## src/rtl/vff_pkg.sv

```systemverilog
package vff_pkg;

  localparam int unsigned CoordW  = 32;
  localparam int unsigned GainW   = 31;
  localparam int unsigned DiffW   = 33;
  localparam int unsigned SqW     = 64;
  localparam int unsigned RootW   = 32;
  localparam int unsigned RegIdxW = 3;

  // gain reset values in whole units, scaled by the fraction bits at the top
  localparam int unsigned AxialInit    = 10;
  localparam int unsigned VerticalInit = 40;

  typedef enum logic [RegIdxW-1:0] {
    REG_EYE_X         = 3'd0,
    REG_EYE_Y         = 3'd1,
    REG_EYE_Z         = 3'd2,
    REG_AXIAL_GAIN    = 3'd3,
    REG_VERTICAL_GAIN = 3'd4
  } vff_reg_e;

endpackage

```

## src/rtl/vff_sqrt_pipe.sv

```systemverilog
module vff_sqrt_pipe import vff_pkg::*; #(
  parameter int unsigned SideW = 1
) (
  input  logic              clk_i,
  input  logic              rst_ni,
  input  logic              en_i,
  input  logic              valid_i,
  input  logic [SqW-1:0]    x_i,
  input  logic [SideW-1:0]  side_i,
  output logic              valid_o,
  output logic [RootW-1:0]  root_o,
  output logic [SideW-1:0]  side_o
);

  localparam int unsigned RemW = RootW + 2;

  logic [RootW-1:0] valid_q;
  logic [RemW-1:0]  rem_q  [RootW];
  logic [RootW-1:0] root_q [RootW];
  logic [SqW-1:0]   x_q    [RootW];
  logic [SideW-1:0] side_q [RootW];

  // two radicand bits per stage, one root bit out
  for (genvar s = 0; s < RootW; s++) begin : g_stage
    logic             vin;
    logic [RemW-1:0]  rin;
    logic [RootW-1:0] oin;
    logic [SqW-1:0]   xin;
    logic [SideW-1:0] sin;
    logic [RemW+1:0]  trial;
    logic [RemW+1:0]  test;
    logic [RemW+1:0]  diff;
    logic             ge;

    if (s == 0) begin : g_first
      assign vin = valid_i;
      assign rin = '0;
      assign oin = '0;
      assign xin = x_i;
      assign sin = side_i;
    end else begin : g_next
      assign vin = valid_q[s-1];
      assign rin = rem_q[s-1];
      assign oin = root_q[s-1];
      assign xin = x_q[s-1];
      assign sin = side_q[s-1];
    end

    assign trial = {rin, xin[SqW-1 -: 2]};
    assign test  = {2'b00, oin, 2'b01};
    assign diff  = trial - test;
    assign ge    = trial >= test;

    always_ff @(posedge clk_i or negedge rst_ni) begin
      if (!rst_ni) begin
        valid_q[s] <= 1'b0;
      end else if (en_i) begin
        valid_q[s] <= vin;
      end
    end

    always_ff @(posedge clk_i) begin
      if (en_i) begin
        rem_q[s]  <= ge ? diff[RemW-1:0] : trial[RemW-1:0];
        root_q[s] <= {oin[RootW-2:0], ge};
        x_q[s]    <= {xin[SqW-3:0], 2'b00};
        side_q[s] <= sin;
      end
    end
  end

  assign valid_o = valid_q[RootW-1];
  assign root_o  = root_q[RootW-1];
  assign side_o  = side_q[RootW-1];

endmodule
```

## config.mk

```make
export PLATFORM = sky130hd
export DESIGN_NAME = vff_sqrt_pipe
export DESIGN_NICKNAME = d
export VERILOG_FILES = /design/src/rtl/vff_pkg.sv /design/src/rtl/vff_sqrt_pipe.sv
export SDC_FILE = /design/constraint.sdc
export NUM_CORES = 2
export LEC_CHECK = 0
export ABC_CLOCK_PERIOD_IN_PS = 10100
export BUFFER_PORTS_ARGS = -buffer_cell sky130_fd_sc_hd__buf_2
export CAP_MARGIN = 15
export CORE_MARGIN = 2
export CORE_UTILIZATION = 55
export DETAILED_ROUTE_END_ITERATION = 6
export PLACE_DENSITY = 0.75
export SYNTH_ARGS = -nofsm -noshare
export SYNTH_HDL_FRONTEND = slang
export SYNTH_MEMORY_MAX_BITS = 65536
export SYNTH_SLANG_ARGS = --single-unit
```

## constraint.sdc

```tcl
create_clock -name clk_i -period 10.1 [get_ports clk_i]
set_clock_uncertainty 0.15 [all_clocks]
set_input_delay 1.01 -clock clk_i [delete_from_list [all_inputs] [get_ports clk_i]]
set_output_delay 1.01 -clock clk_i [all_outputs]
set_load 0.05 [all_outputs]
```

==> results_dict.tcl <==
set metrics [dict create \
    status "complete, no violations" \
    dpl.hpwl_um 165000 \
    grt_pass1_wl_um 375000 \
    portBuffers 102 \
    synth_seq_cells 2587 \
    place_area_um2 123000 \
    worst-setup-path-type "reg -> reg" \
    min_period_ns 4.70 \
    clock.fmax_mhz 213 \
    power.density_nw_per_um2 234 \
    worstPathMaxFanout 19 \
    p_leak_nw 50.7 \
    cp-end-kind "flip-flop" \
    setup_viol 0 \
    die_area_um2 221000 \
    num-nets-final 10002 \
    ir_worst_vdd_mv 0.216 \
    synth-seq-area-share 0.650 \
    core_um2 215000 \
    clock_latency_ns 0.94 \
    ys_warn_count 0 \
    place_congestion 0.896 \
    initial_core_util 0.555 \
    avgViaCountPerCell 5.74 \
    numCtsBuffers 290 \
    worstPathRequired_ns 10.59 \
    crit_path_start_kind "flip-flop" \
    synth_cell_type_count 84 \
    cts.sinks 2587 \
    die_w_um 470 \
    ctsLongestPathBuffers 4 \
    total_power_mw 31.1 \
    final-hold-violation-count 0 \
    vias 71336 \
    numPlacedInstances 11913 \
    final_cells 12422 \
    avgSynthCellArea_um2 13.1 \
    cts_root_buffer "clkbuf_16" \
    rsz0062_at_grt "false" \
    drcViolationCount 0 \
    io_pins 103 \
    ant_nets 0 \
    slew_viol_final 0 \
    syn_to_final_growth_pct 11.2 \
    post_drt_wl_per_cell_um 18.9 \
    postCtsSetupRepairBufs 0 \
    drive_gt1_frac 0.0789 \
    stdcell_area_um2 133000 \
    worstMarginPinSlew_ns 1.19 \
    synth_nets 9742 \
    htreeDepth 5 \
    final_util 0.617 \
    timing.slew.headroom 0.202 \
    antenna_found_initial 1 \
    tns_ns 0 \
    cap_violations 0 \
    grt.overflow.total 0 \
    cts_tree "yes" \
    drt_iter0_markers 5709 \
    row_count 170 \
    synth_edf_count 2555 \
    fin_crit_sh 0.465 \
    cp.arrival_ns 5.18 \
    synthArstFlopShare 0.0124 \
    syn_inst 9111 \
    ctsResizeCount 0 \
    yosys_most_used_dff "edfxtp_1" \
    clkTransAtPathRegs_ns 0.06 \
    grt_max_degree 185 \
    gr-usage-all-layers 0.211 \
    dieHeight_um 470 \
    grt_pass1_vias 70736 \
    antennaDiodeCount 0 \
    drt_wl_total_um 235000 \
    syn_area_um2 119000 \
    hp-class "in -> reg" \
    dr.pass1.iters 6 \
]
-- cells by family after synthesis --
family	share of synthesized area
compound gates	0.0926
xor+xnor	0.0625
fa+ha+maj	0.0589
buf+inv	0.0280
flops	0.650
mux	0.0118
other cells	0.0000314
simple gates	0.0963
-- cell type report --
class,count,area [µm²]
flip-flops and latches,2587,77500
clock buffers,343,7640
clock inverters,162,1800
multi-input cells,5637,38500
well taps,2838,3550
fillers,16023,82300
inverters,711,2670
repair buffers,144,985
-- metrics by stage --
stage	hold slack (ns)	setup slack (ns)
after floorplan	0.250	6.47
after global placement	0.250	5.45
after detailed placement	0.255	5.46
after CTS	0.0185	5.39
after global routing	0.0466	5.06
final	0.0852	5.40
-- metal layers --
| metal | track usage | vias up | share of wire |
|---|---|---|---|
| met5 | 0 | - | 0 |
| met4 | 0.0839 | 0 | 0.037 |
| met3 | 0.0307 | 504 | 0.043 |
| met2 | 0.371 | 1760 | 0.51 |
| met1 | 0.261 | 34727 | 0.41 |
| li1 | - | 34345 | - |
-- registers in the layout (all words and copies together), names as in the netlist --
name         cells
x_q            992
g_stage.vin     31
root_q         528
rem_q         1003
valid_o          1
side_q          32
-- final timing paths --
kind	start	to	slack, ns	cells after the start
max	rem_q[0][464]	rem_q[0][509]	5.40	10
min	x_i[53]	x_q[0][53]	0.09	1
max reg2reg	rem_q[0][464]	rem_q[0][509]	5.40	10
min reg2reg	x_q[5][48]	x_q[6][50]	0.23	0
max in group asynchronous	rst_ni	g_stage[4].vin	8.78	2
min in group asynchronous	rst_ni	g_stage[23].vin	0.53	2
-- Yosys cell counts, types with 66 or more instances --
cell type,instances,area share
edfxtp_1,2555,0.64
inv_1,706,0.022
a21oi_1,590,0.025
nand2_1,569,0.018
ha_1,562,0.059
nor2_1,543,0.017
o21ai_0,442,0.019
xor2_1,429,0.031
xnor2_1,422,0.031
nor3_1,240,0.010
a21o_1,230,0.014
clkbuf_1,158,0.0050
nand3_1,145,0.0061
nor4_1,127,0.0067
nand4_1,118,0.0062
mux2_2,112,0.011
nand2b_1,103,0.0054
or3_1,99,0.0052
o21a_1,95,0.0060
nor2b_1,85,0.0045
or4_1,66,0.0042
-- power by group --
group	internal [mW]	total (mW)	switching [mW]
logic	2.57	6.15	3.57
registers	13.6	14.5	0.912
clock network	6.36	10.4	4.08
total	22.5	31.1	8.57
-- layout by cell type (no fill, tap or decap), drive strengths merged, types with 40 or more instances in the layout --
| master | count |
|---|---|
| nor2b | 85 |
| nor2 | 543 |
| xor2 | 429 |
| nand2b | 103 |
| a31oi | 40 |
| a211oi | 53 |
| nor3 | 241 |
| clkbuf | 343 |
| clkinv | 106 |
| mux2 | 112 |
| a21oi | 590 |
| o21bai | 43 |
| nand4 | 118 |
| or2 | 46 |
| or4 | 67 |
| nor4 | 127 |
| nand2 | 569 |
| inv | 717 |
| buf | 143 |
| ha | 562 |
| xnor2 | 422 |
| a21o | 230 |
| nand3 | 145 |
| and3 | 43 |
| or3 | 99 |
| o31ai | 64 |
| o21a | 95 |
| edfxtp | 2555 |
| o21ai | 445 |
-- worst max-delay path, stage by stage, from the launching register on --
cell,delay [ns]
edfxtp_1,0.41
or4_1,0.60
or4_1,0.47
or3_1,0.38
nor3_1,0.20
nand4_1,0.19
nor3_2,0.99
inv_2,0.38
nand4_1,0.36
nor3b_1,0.11
xor2_1,0.17
-- timing repair --
| action | CTS | global route |
|---|---|---|
| setup endpoints to repair | 0 | 0 |
| hold endpoints to repair | 32 | 0 |
| hold buffers | 1 | 0 |
Note: power is estimated with default switching activity, not from simulation.
